## src/rtl/gbr_pkg.sv

```systemverilog
// shared types, constants and kernel weight functions for the gaussian blur core
`default_nettype none

package gbr_pkg;

  // pixel packing: red in the low byte, blue in the high byte
  localparam int PIX_W = 24;
  localparam int CH_W = 8;
  localparam int NUM_CH = 3;

  // configuration port
  localparam int CFG_IDX_W = 8;
  localparam int CFG_DATA_W = 12;
  localparam logic [CFG_IDX_W-1:0] REG_IMAGE_WIDTH = 8'd0;
  localparam logic [CFG_IDX_W-1:0] REG_IMAGE_HEIGHT = 8'd1;
  localparam logic [CFG_DATA_W-1:0] RESET_IMAGE_WIDTH = 12'd640;
  localparam logic [CFG_DATA_W-1:0] RESET_IMAGE_HEIGHT = 12'd480;

  // rows need room for the image height plus the flush rows
  localparam int ROW_W = 13;

  // queue between front and back
  localparam int QUEUE_DEPTH = 4;
  localparam int QUEUE_LEVEL_W = $clog2(QUEUE_DEPTH + 1);

  // gaussian normalization 1/(2*pi*sigma^2) in q0.24
  localparam logic [63:0] NORM_Q24 = 64'd427228;

  // per-item control that travels with the column
  typedef struct packed {
    logic out_due;
    logic last;
  } gbr_flags_t;

  // exp(-a*a/(2*sigma^2)) in q0.24
  function automatic logic [63:0] exp_q24(input int a);
    logic [63:0] v;
    case (a)
      0:       v = 64'd16777216;
      1:       v = 64'd15487322;
      2:       v = 64'd12182759;
      3:       v = 64'd8166348;
      4:       v = 64'd4664692;
      5:       v = 64'd2270549;
      6:       v = 64'd941785;
      7:       v = 64'd332878;
      8:       v = 64'd100261;
      9:       v = 64'd25733;
      10:      v = 64'd5628;
      11:      v = 64'd1049;
      12:      v = 64'd167;
      13:      v = 64'd23;
      14:      v = 64'd3;
      default: v = 64'd0;
    endcase
    return v;
  endfunction

  // weight of one tap at offset (dx, dy), frac fraction bits
  function automatic logic [63:0] tap_weight(input int dx, input int dy, input int frac);
    int a;
    int b;
    logic [63:0] t;
    a = (dx < 0) ? -dx : dx;
    b = (dy < 0) ? -dy : dy;
    if (a > 15) a = 15;
    if (b > 15) b = 15;
    t = (exp_q24(a) * exp_q24(b) + (64'd1 << 23)) >> 24;
    return (NORM_Q24 * t + (64'd1 << (47 - frac))) >> (48 - frac);
  endfunction

endpackage

`default_nettype wire

```

## src/rtl/gbr_queue.sv

```systemverilog
// short register queue between front and back
`default_nettype none

module gbr_queue import gbr_pkg::*; #(
  parameter int WIDTH = 8
) (
  input  wire logic                     clk,
  input  wire logic                     rst,
  input  wire logic                     push,
  input  wire logic [WIDTH-1:0]         push_data,
  input  wire logic                     pop,
  output logic                          head_valid,
  output logic [WIDTH-1:0]              head_data,
  output logic [QUEUE_LEVEL_W-1:0]      level
);

  localparam int PW = $clog2(QUEUE_DEPTH);

  logic [WIDTH-1:0] mem [QUEUE_DEPTH];
  logic [PW-1:0]    wp;
  logic [PW-1:0]    rp;
  logic             do_pop;

  assign head_valid = (level != '0);
  assign head_data = mem[rp];
  assign do_pop = pop && head_valid;

  // pointers and fill level
  always_ff @(posedge clk) begin
    if (rst) begin
      wp <= '0;
      rp <= '0;
      level <= '0;
    end else begin
      if (push) begin
        wp <= (32'(wp) == QUEUE_DEPTH - 1) ? '0 : wp + PW'(1);
      end
      if (do_pop) begin
        rp <= (32'(rp) == QUEUE_DEPTH - 1) ? '0 : rp + PW'(1);
      end
      level <= level + QUEUE_LEVEL_W'(push) - QUEUE_LEVEL_W'(do_pop);
    end
  end

  // storage
  always_ff @(posedge clk) begin
    if (push) begin
      mem[wp] <= push_data;
    end
  end

endmodule

`default_nettype wire

```

## config.mk

```make
export PLATFORM = sky130hd
export DESIGN_NAME = gbr_queue
export DESIGN_NICKNAME = d
export VERILOG_FILES = /design/src/rtl/gbr_pkg.sv /design/src/rtl/gbr_queue.sv
export SDC_FILE = /design/constraint.sdc
export NUM_CORES = 1
export LEC_CHECK = 0
export BUFFER_PORTS_ARGS = -buffer_cell sky130_fd_sc_hd__buf_2
export CAP_MARGIN = 20
export CORE_UTILIZATION = 59
export DETAILED_ROUTE_END_ITERATION = 10
export PLACE_DENSITY = 0.82
export RECOVER_POWER = 50
export SETUP_SLACK_MARGIN = 0.5
export SLEW_MARGIN = 40
export SYNTH_ARGS = -nofsm -noshare
export SYNTH_HDL_FRONTEND = slang
export SYNTH_SLANG_ARGS = --single-unit
export TNS_END_PERCENT = 10
```

## constraint.sdc

```tcl
create_clock -name clk -period 3.7 [get_ports clk]
set_input_delay 0.185 -clock clk [delete_from_list [all_inputs] [get_ports clk]]
set_output_delay 0.185 -clock clk [all_outputs]
set_load 0.05 [all_outputs]
```

### Word level (Yosys, flattened, before mapping)

Memory sizes are Yosys's and may differ from the RTL's. A register that Yosys moved wholly into a read port is not among the register bits.
Index checks and enable logic that the tools add are counted.

| storage, ports and cells | value |
|---|---|
| flip-flop bits (word level) | 7 |
| RAM bits | 32 |
| input port bits | 12 |
| output and inout port bits | 12 |
| logic and storage cells | 18 |
| memories | 1 |

Memory list:

| memory | depth | width | rd ports | clocked after Yosys merged registers in | wr ports | RTL line | text |
|---|---|---|---|---|---|---|---|
| mem | 4 | 8 | 1 | 1 | 1 | gbr_queue.sv:19 | `logic [WIDTH-1:0] mem [QUEUE_DEPTH];` |

| cells by class | value |
|---|---|
| add/sub/neg operators | 4 |
| equality and inequality tests | 2 |
| muxes and demuxes | 6 |
| reduce and logical (&&, ||, !) cells | 2 |

Operators by type and width:

| kind | number |
|---|---|
| 2-bit two-way mux | 4 |
| 2-bit by 1-bit adder with 2-bit output (second input constant) | 2 |
| 2-bit == test (second input constant) | 2 |
| 3-bit by 1-bit adder with 3-bit output | 1 |
| 3-bit nonzero test | 1 |
| 3-bit by 1-bit subtractor with 3-bit output | 1 |
| 1-bit two-way mux | 2 |
| 1-bit logical AND | 1 |

### Longest topological paths before layout

Gate-level depths: netlist of run 1.

| depth | value |
|---|---|
| depth in word-level cells | 4 |
| depth in mapped cells | 8 |
| depth with buffers taken out | 8 |

### Worst setup path before layout of run 1

OpenSTA, ideal clock, no wires.

| path | value |
|---|---|
| kind | reg-to-reg |
| from | register level[1] |
| to | register level[2] |
| library setup time | 0.125 ns |
| data arrival time | 2.026 ns |
| required time | 3.575 ns |
| setup slack | 1.549 ns |
| stages on the path, launching flop included | 9 |
| path buffers | 0 |
| clock period less this slack | 2.151 ns |
| cell sequence | dfxtp_1 o31a_1 ha_1 inv_1 ha_1 inv_1 fa_1 xnor3_1 nor2_1 |

| on the way | value |
|---|---|
| word-level cells in the longest chain between the ends | 3 |
| elaborated cells between the ends (all ways) | 4 |
| classes of those cells | 2 x add/sub; 2 x reduce/logical |

Ends and longest elaborated chain:

| item | RTL line | text |
|---|---|---|
| start: declaration | gbr_queue.sv:14 | `output logic [QUEUE_LEVEL_W-1:0] level` |
| start signal: assignment | gbr_queue.sv:41 | `level <= level + QUEUE_LEVEL_W'(push) - QUEUE_LEVEL_W'(do_pop);` |
| parallel branches: the longest is 2 deep, another holds 3-bit by 1-bit adder with 3-bit output | - |  |
| 3-bit by 1-bit subtractor with 3-bit output (*) | gbr_queue.sv:41 |  |

Mark *: on every way between the ends.
A chain may end at the register's enable or synchronous reset.

==> run_results.csv, run 1 <==
group,metric,value,unit
run_status,status,"finished, final reports clean",
worst_hold_path,hold_depth,1,
sta,post-route-min-period,2.04,ns
critical_path,worst-setup-path-type,"flip-flop to output port",
power_and_ir_drop,p_leak,0.651,nW
power_and_ir_drop,p_int,0.747,mW
synth,ys_types,21,
clock_network,cts-resized-gates,0,
floorplan,coreArea,2540,sq um
routing,wl_per_cell,16.9,um
synth,syn_nets,106,
synth,seq_area_frac_synth,69.7,%
floorplan,rows,18,
critical_path,start_kind,"flip-flop",
sta,hold_viol,0,
routing,drtIter0Drc,22,
synth,syn_inst,86,
synth,synth-seq-cells,41,
routing,drc,0,
clock_network,cts_root_buf,"clkbuf_4",
routing,wl_met1,960,um
flow_run,maxCapViolCount,0,
power_and_ir_drop,combPwrFrac,33.8,%
global_routing,antenna_found_initial,0,
global_routing,grt_max_degree,13,
critical_path,reg2reg_slack,1.71,ns
sta,rsz0062_at_grt,"false",
sta,final-max-slew-violation-count,0,
sta,tns,0,ns
sta,fin_worst_skew,0.0175,ns
routing,via_per_inst,5.55,
power_and_ir_drop,powerDensity,659,nW/um^2
routing,routed-wl-met2,1.27,mm
sta,worst_slew_pin_slew,0.606,ns
cells_and_area,n_antenna_cell,0,
synth,yosys.cell_count.top_type,"edfxtp_1",
sta,fmax,489,MHz
global_routing,grt_pass1_vias,801,
routing,via_count,793,
power_and_ir_drop,irDropWorstVdd,0.539,mV
floorplan,pin_count,24,
clock_network,cts_sinks,41,
synth,yosys_warnings,0,
floorplan,dieArea,2990,sq um
clock_network,cts_setup_buffers,0,
sta,period_share,55.2,%
synth,ys.flop_type,"edfxtp_1",
critical_path,crit_fanout,8,
floorplan,die_width,54.7,um
cells_and_area,num-nets-final,133,
power_and_ir_drop,p_total,1.19,mW
synth,syn_area_per_cell,19.0,sq um
synth,synth_area_leaders,"edfxtp_1 (59%), dfxtp_1 (11%), mux4_2 (6.9%), ha_1 (5.4%), mux4_1 (4.8%)",
global_routing,grt_use_total,19.5,%
routing,wl_met3,132,um
power_and_ir_drop,pwr-share-clk,16.9,%
placement,io_buffer_count,23,
clock_network,cts_hold_buf,0,
synth,synth_edf_count,32,
placement,post-dp-hpwl,1.78,mm
critical_path,reg2reg_to,"level[2]",
critical_path,crit_required,3.51,ns
cells_and_area,drive_gt1_share,20.4,%
synth,yosysTopAreaCell,"edfxtp_1",
power_and_ir_drop,p_switching,0.440,mW
worst_hold_path,min_from,"push_data[0]",
synth,ys_async_sr_fraction,0,%
synth,synthesis.area,1640,sq um
routing,drt_pass1_iterations,3,
worst_hold_path,hold_end,"mem[1][0]",
power_and_ir_drop,seqPwrFrac,49.2,%
critical_path,reg2reg_depth,8,
routing,top_layer_used,"met4",
clock_network,cts_buffers,5,
floorplan,start_util,64.3,%
global_routing,grt_pass1_wl,3.63,mm
routing,postRouteWirelength,2.41,mm
routing,detail-route-antenna-nets,0,
clock_network,clk_path_buf_depth,2,
clock_network,cts.clk_slew.worst_paths,0.11,ns
global_routing,grt_overflow,0,
critical_path,worstReg2RegStart,"level[1]",
power_and_ir_drop,swShare,37.1,%
critical_path,arrival,1.86,ns
sta,max_slew_margin,59.7,%
synth,synth_commonest_cells,"edfxtp_1 (32), dfxtp_1 (9), ha_1 (7)",
worst_hold_path,min_path_type,"input pin to flip-flop",
clock_network,cts_tree,"yes",
clock_network,cts_max_level,2,
synth,synth_top_area_share,58.7,%
cells_and_area,syn_to_final_growth,10.1,%
floorplan,die_h,54.7,um
critical_path,worst_setup_path_end_kind,"output port",
clock_network,clkLatencyLatePin,0.35,ns
sta,finalSetupViolations,0,
placement,routabilityCongestion,0.664,
==> layout make-up <==
cell class,count,area (sq um)
sequential,41,1140
tap,30,37.5
clock inverter,2,11.3
inverter,5,18.8
timing repair buffer,23,101
fill,176,743
clock buffer,5,37.5
multi-input combinational,37,454
==> flip-flops by register name (all words and copies together) (netlist names), named ones only <==
register  flops
level         3
mem          32
rp            2
wp            2
==> stage by stage <==
stage / setup WS, ns / hold slack [ns] / util (%) / cell area (sq um) / instances
finish: 1.66 / 0.0913 / 70.8 / 1800 / 143
global route: 1.53 / 0.0766 / 70.8 / 1800 / 143
CTS: 1.59 / 0.0289 / 71.5 / 1820 / 143
detailed placement: 1.72 / 0.403 / 69.6 / 1770 / 136
global placement: 1.81 / 0.395 / 69.6 / 1770 / 136
floorplan: 1.55 / 0.284 / - / 1640 / 86
==> critical path, cell delays in order (launching register included) <==
cell and delay (ns):
dfxtp_1 0.65, mux4_1 0.64, buf_2 0.23
==> power by group through the flow <==
stage                     Combinational, mW  Sequential [mW]  Clock, mW
after global routing                  0.429            0.592      0.223
after floorplan                       0.312            0.613          0
final                                 0.402            0.585      0.201
after global placement                0.395            0.592          0
after CTS                             0.414            0.586      0.209
after detailed placement              0.413            0.596          0
==> layer usage <==
metal  GRT usage (%)  vias up
li1                -      378
met1            21.8      385
met2            32.1       25
met3            8.61        5
met4            8.12        0
met5               0        -
==> worst max path at each step <==
stage | from | end | slack (ns) | cells past startpoint
floorplan | level[1] | level[2] | 1.55 | 8
global placement | level[1] | level[2] | 1.81 | 8
detailed placement | level[1] | level[2] | 1.72 | 8
CTS | flip-flop | head_data[2] | 1.59 | 2
global route | flip-flop | head_data[2] | 1.53 | 2
finish | flip-flop | head_data[2] | 1.66 | 2
==> cells by family (layout without fill, tap and decap cells) <==
family	after synthesis	after routing	share of synthesized area (%)
fa+ha+maj	8	8	6.57
buf+inv	8	35	2.29
mux	11	11	13.8
simple gates	15	15	5.35
xor+xnor	1	1	1.38
flops	41	41	69.7
compound gates	2	2	0.841
==> cell usage in the layout, fill, tap and decap left out, types with 2 or more instances in the layout <==
cell | Yosys | final
nor2_1 | 3 | 3
mux4_2 | 5 | 5
edfxtp_1 | 32 | 32
mux4_1 | 3 | 3
and2_1 | 4 | 3
inv_1 | 5 | 5
dfxtp_1 | 9 | 9
clkbuf_4 | 0 | 5
buf_2 | 0 | 12
nor2b_1 | 2 | 2
mux2i_1 | 2 | 2
nand2b_1 | 3 | 3
ha_1 | 7 | 7
clkbuf_1 | 2 | 11
(Power assumes the default switching activity.)
==> run 2: changes to the inputs <==
--- a/config.mk
+++ b/config.mk
@@ -7,9 +7,9 @@
 export LEC_CHECK = 0
 export BUFFER_PORTS_ARGS = -buffer_cell sky130_fd_sc_hd__buf_2
 export CAP_MARGIN = 20
-export CORE_UTILIZATION = 59
+export CORE_UTILIZATION = 55
 export DETAILED_ROUTE_END_ITERATION = 10
-export PLACE_DENSITY = 0.82
+export PLACE_DENSITY = 0.77
 export RECOVER_POWER = 50
 export SETUP_SLACK_MARGIN = 0.5
 export SLEW_MARGIN = 40
==> constraint.sdc (replaced) <==
create_clock -name clk -period 2 [get_ports clk]
set_input_delay 0.1 -clock clk [delete_from_list [all_inputs] [get_ports clk]]
set_output_delay 0.1 -clock clk [all_outputs]
set_load 0.05 [all_outputs]
==> run 2 against run 1 <==
  * Register-to-register slack worse by 1.5 ns
  * Setup slack worse by 1.5 ns
  * Non-clock buffer count up 11
  * First-iteration DRC count down 68%
  * Largest cell class unchanged
  * Final cell count up 9.1%
  * Global-route usage down 2.2 points
  * Combinational power up 100%
  * Die area up 7.0%
  * Worst hold slack worse by 0.085 ns
  * Via count up 3.7%
==> run_results.csv, run 2 (synthesis results as in run 1) <==
group,metric,value,unit
power_and_ir_drop,swShare,35.5,%
power_and_ir_drop,seqPwrFrac,46.3,%
placement,post-dp-hpwl,1.58,mm
sta,finalSetupViolations,0,
cells_and_area,drive_gt1_share,22.4,%
global_routing,antenna_found_initial,0,
clock_network,cts_buffers,5,
power_and_ir_drop,p_leak,0.704,nW
cells_and_area,largestRegisters,"mem (32), level (3)",
sta,tns,0,ns
floorplan,die_width,56.6,um
floorplan,dieArea,3200,sq um
cells_and_area,post-route-util,69.0,%
global_routing,grt_use_total,17.3,%
routing,drt_pass1_iterations,3,
routing,via_per_inst,5.27,
routing,drtIter0Drc,7,
routing,via_count,822,
routing,wl_per_cell,15.3,um
power_and_ir_drop,p_int,1.47,mW
cells_and_area,stdcell_area,1920,sq um
critical_path,crit_required,2.23,ns
global_routing,grt_overflow,0,
clock_network,cts_sinks,41,
sta,hold_viol,0,
run_status,status,"finished, final reports clean",
cells_and_area,n_antenna_cell,0,
routing,drc,0,
sta,fin_worst_skew,0.00724,ns
sta,max_slew_margin,60.8,%
power_and_ir_drop,combPwrFrac,35.6,%
sta,final-max-slew-violation-count,0,
sta,worst_slew_pin_slew,0.591,ns
clock_network,clk_path_buf_depth,2,
sta,fmax,545,MHz
clock_network,cts_tree,"yes",
sta,timing.hold.ws,0.00679,ns
critical_path,arrival,2.07,ns
clock_network,cts.clk_slew.worst_paths,0.11,ns
power_and_ir_drop,p_switching,0.809,mW
critical_path,crit_fanout,2,
placement,io_buffer_count,23,
clock_network,cts_root_buf,"clkbuf_4",
cells_and_area,layout_common_cells,"edfxtp_1 (32), clkbuf_1 (14), buf_2 (12)",
floorplan,coreArea,2780,sq um
critical_path,worst-setup-path-type,"flip-flop to flip-flop",
power_and_ir_drop,irDropWorstVdd,1.03,mV
routing,detail-route-antenna-nets,0,
sta,rsz0062_at_grt,"true",
sta,post-route-min-period,1.83,ns
global_routing,grt_pass1_wl,3.91,mm
cells_and_area,final_common_cell,"edfxtp_1",
clock_network,clkLatencyLatePin,0.34,ns
critical_path,start_kind,"flip-flop",
placement,routabilityCongestion,0.601,
power_and_ir_drop,p_total,2.28,mW
cells_and_area,largest_reg_flops,32,
floorplan,die_h,56.6,um
floorplan,start_util,58.8,%
worst_hold_path,min_path_type,"input pin to flip-flop",
critical_path,worst_setup_path_end_kind,"flip-flop",
power_and_ir_drop,pwr-share-clk,18.2,%
clock_network,cts_max_level,2,
floorplan,rows,19,
cells_and_area,n_fill_cell,199,
cells_and_area,syn_to_final_growth,17.3,%
power_and_ir_drop,powerDensity,1190,nW/um^2
global_routing,grt_max_degree,13,
cells_and_area,num-nets-final,144,
cells_and_area,regMostFlops,"mem",
floorplan,pin_count,24,
sta,period_share,91.7,%
flow_run,maxCapViolCount,0,
routing,postRouteWirelength,2.38,mm
global_routing,grt_pass1_vias,859,
placement,place_area,1790,sq um
[run 2: worst paths after layout]
| path | cells after the start | slack [ns] | end | from |
|---|---|---|---|---|
| max | 8 | 0.17 | level[2] | level[0] |
| min reg2reg | 2 | 0.52 | rp[1] | rp[1] |
| min | 2 | 0.007 | level[1] | rst |
| max reg2reg | 8 | 0.17 | level[2] | level[0] |
[run 2: final cells by class]
cell class,count,area [sq um],share of cell area (%)
clock buffers,8,58.8,3.06
inverters,5,18.8,0.978
multi-input cells,37,457,23.8
flip-flops and latches,41,1150,59.7
well taps,31,38.8,2.02
repair buffers,34,200,10.4
[run 2: power by group through the flow]
stage               clock network, mW  logic, mW  registers [mW]
floorplan                           0      0.579            1.14
global placement                    0      0.776            1.07
detailed placement                  0      0.803            1.08
CTS                             0.428      0.844            1.06
global route                    0.451      0.877            1.06
finish                          0.414      0.810            1.05
[run 2: stage by stage]
step / worst slack [ns] / std cells
floorplan: 0.0684 / 86
global placement: 0.127 / 138
detailed placement: 0.0503 / 138
CTS: 0.152 / 156
global route: 0.0825 / 156
finish: 0.165 / 156
[run 2: worst max-delay path, stage by stage, from the launching register on]
cell and delay, ns:
dfxtp_1 0.33, o31a_1 0.31, ha_1 0.28, inv_1 0.06, ha_1 0.13, inv_1 0.05, fa_2 0.33, xnor3_1 0.20
nor2_1 0.04
[run 2: per-layer routing]
layer  vias up  track usage, %  routed length (um)
met1       392            20.3                1030
met4         0            9.41                  58
met5         -               0                   0
met3         7            5.30                 122
li1        402               -                   -
met2        21            28.2                1170
[run 2: what timing repair did]
action,4_1_cts,5_1_grt
pin swaps,2,0
hold endpoints to repair,32,0
resized for setup,0,0
setup endpoints to repair,11,11
hold buffers,8,0
setup buffers,2,0
==> run 3: changes to the inputs <==
--- a/config.mk
+++ b/config.mk
@@ -7,9 +7,9 @@
 export LEC_CHECK = 0
 export BUFFER_PORTS_ARGS = -buffer_cell sky130_fd_sc_hd__buf_2
 export CAP_MARGIN = 20
-export CORE_UTILIZATION = 55
+export CORE_UTILIZATION = 26
 export DETAILED_ROUTE_END_ITERATION = 10
-export PLACE_DENSITY = 0.77
+export PLACE_DENSITY = 0.43
 export RECOVER_POWER = 50
 export SETUP_SLACK_MARGIN = 0.5
 export SLEW_MARGIN = 40
==> run 3 against run 2 <==
  * Sequential power about the same
  * Sequential share of layout area down 1.1 points
  * Via count up 0.49%
  * Core utilization fell by 36 points
  * Non-clock buffer count fell by 6
  * Worst hold slack better by 0.060 ns
  * Highest routed layer unchanged
  * Clock-buffer cell count fell by 3
  * Critical endpoint unchanged
  * Final cell count grew 24%
  * Largest power group unchanged
==> run_results.csv, run 3 (synthesis results as in run 1) <==
group,metric,value,unit
clock_network,clkLatencyLatePin,0.29,ns
worst_hold_path,hold_depth,2,
critical_path,crit_required,2.18,ns
cells_and_area,num-nets-final,138,
floorplan,die_h,81.3,um
floorplan,start_util,27.3,%
sta,fin_ws,0.201,ns
flow_run,maxCapViolCount,0,
routing,drc,0,
cells_and_area,regMostFlops,"mem",
clock_network,cts_root_buf,"clkbuf_8",
routing,drtIter0Drc,26,
worst_hold_path,hold_end,"level[1]",
power_and_ir_drop,p_switching,0.840,mW
routing,wl_per_cell,14.0,um
sta,hold_viol,0,
sta,fin_worst_skew,0.00870,ns
clock_network,cts_tree,"yes",
cells_and_area,n_fill_cell,571,
critical_path,crit_fanout,2,
cells_and_area,largestRegisters,"mem (32), level (3)",
critical_path,cp-startpoint,"level[1]",
power_and_ir_drop,p_int,1.66,mW
clock_network,cts_buffers,5,
global_routing,grt_use_total,9.37,%
run_status,status,"finished, final reports clean",
global_routing,grt_overflow,0,
critical_path,max_stage_delay,0.35,ns
critical_path,arrival,1.98,ns
power_and_ir_drop,combPwrFrac,33.2,%
critical_path,crit_chain,"o31a_1 > ha_1 > inv_1 > ha_1 > inv_1 > fa_2 > xnor3_1 > nor2_1",
power_and_ir_drop,pwr-share-clk,24.9,%
floorplan,coreArea,5990,sq um
global_routing,grt_max_degree,13,
global_routing,grt_pass1_wl,4.10,mm
global_routing,grt_pass1_vias,834,
routing,drt_pass1_iterations,4,
placement,post-dp-hpwl,1.84,mm
cells_and_area,final_common_cell,"edfxtp_1",
sta,fmax,556,MHz
routing,detail-route-antenna-nets,0,
critical_path,reg2reg_depth,8,
floorplan,rows,28,
cells_and_area,syn_to_final_growth,19.4,%
cells_and_area,final-seq-area,1150,sq um
routing,via_per_inst,4.28,
critical_path,worst_setup_path_end_kind,"flip-flop",
critical_path,reg2reg_to,"level[2]",
cells_and_area,n_antenna_cell,0,
floorplan,pin_count,24,
worst_hold_path,min_from,"rst",
power_and_ir_drop,powerDensity,1280,nW/um^2
clock_network,cts.clk_slew.worst_paths,0.07,ns
critical_path,start_kind,"flip-flop",
cells_and_area,drive_gt1_share,26.3,%
critical_path,worstReg2RegStart,"level[1]",
sta,worst_slew_pin_slew,0.664,ns
cells_and_area,layout_common_cells,"edfxtp_1 (32), buf_2 (12), clkbuf_1 (12)",
sta,period_share,90.0,%
sta,rsz0062_at_grt,"true",
floorplan,dieArea,6620,sq um
power_and_ir_drop,swShare,33.5,%
cells_and_area,largest_reg_flops,32,
sta,max_slew_margin,55.7,%
critical_path,crit_slowest_cell,"dfxtp_4",
placement,io_buffer_count,23,
worst_hold_path,min_path_type,"input pin to flip-flop",
placement,routabilityCongestion,0.608,
power_and_ir_drop,irDropWorstVdd,0.870,mV
routing,postRouteWirelength,2.70,mm
placement,preCtsSetupSlack,0.135,ns
sta,tns,0,ns
clock_network,clk_path_buf_depth,2,
critical_path,worst-setup-path-type,"flip-flop to flip-flop",
cells_and_area,multi_input_area,457,sq um
power_and_ir_drop,p_leak,0.702,nW
clock_network,cts_hold_buf,0,
clock_network,cts_max_level,2,
routing,via_count,826,
clock_network,cts_sinks,41,
floorplan,die_width,81.3,um
sta,post-route-min-period,1.80,ns
power_and_ir_drop,seqPwrFrac,41.9,%
global_routing,antenna_found_initial,0,
sta,final-max-slew-violation-count,0,
clock_network,cts-resized-gates,0,
critical_path,reg2reg_slack,0.20,ns
sta,finalSetupViolations,0,
[run 3: per-layer routing]
metal	part of all wire, %	global-route usage [%]	vias up
li1	-	-	388
met1	43	10.3	407
met3	6.0	3.37	8
met5	0	0	-
met2	49	15.3	23
met4	2.1	5.89	0
[run 3: worst max path at each step]
stage,to,slack (ns),cells past startpoint
after floorplan,level[2],0.07,8
after global placement,level[2],0.17,8
after detailed placement,level[2],0.13,8
after CTS,level[2],0.20,8
after global routing,level[2],0.06,8
final,level[2],0.20,8
[run 3: what timing repair did]
| item | CTS | global route |
|---|---|---|
| setup buffers | 2 | 1 |
| pin swaps | 2 | 1 |
| endpoints found under the setup margin | 10 | 10 |
| gates cloned | 0 | 0 |
[run 3: power groups by stage]
stage / sequential [mW] / clock [mW] / combinational (mW)
after CTS: 1.06 / 0.644 / 0.849
after global routing: 1.06 / 0.682 / 0.902
after global placement: 1.08 / 0 / 0.801
final: 1.05 / 0.624 / 0.831
after detailed placement: 1.08 / 0 / 0.818
after floorplan: 1.14 / 0 / 0.579
[run 3: per-stage QoR]
step / util [%] / instances / cell area (sq um) / total power [mW] / hold WS [ns]
after global routing: 32.6 / 193 / 1950 / 2.64 / 0.0595
after floorplan: - / 86 / 1650 / 1.72 / 0.199
final: 32.6 / 193 / 1950 / 2.50 / 0.0667
after detailed placement: 30.9 / 183 / 1850 / 1.90 / 0.320
after global placement: 30.9 / 183 / 1850 / 1.88 / 0.310
after CTS: 32.9 / 192 / 1970 / 2.55 / 0.0157
[run 3: cell type report]
class	instances	share of cell area, %
sequential	41	58.6
multi-input combinational	37	23.4
timing repair buffer	28	6.91
tap	75	4.80
clock buffer	5	3.52
clock inverter	2	1.79
inverter	5	0.960
[run 3: worst max-delay path, delay by kind of cell, from the launching register on]
family,cells,cell delay (ns)
adders and majority gates,3,0.73
DFF,1,0.35
xor gates and xnor gates,1,0.20
buffers and inverters,2,0.10
and+or+nand+nor,1,0.04
AOI/OAI and AO/OA,1,0.29
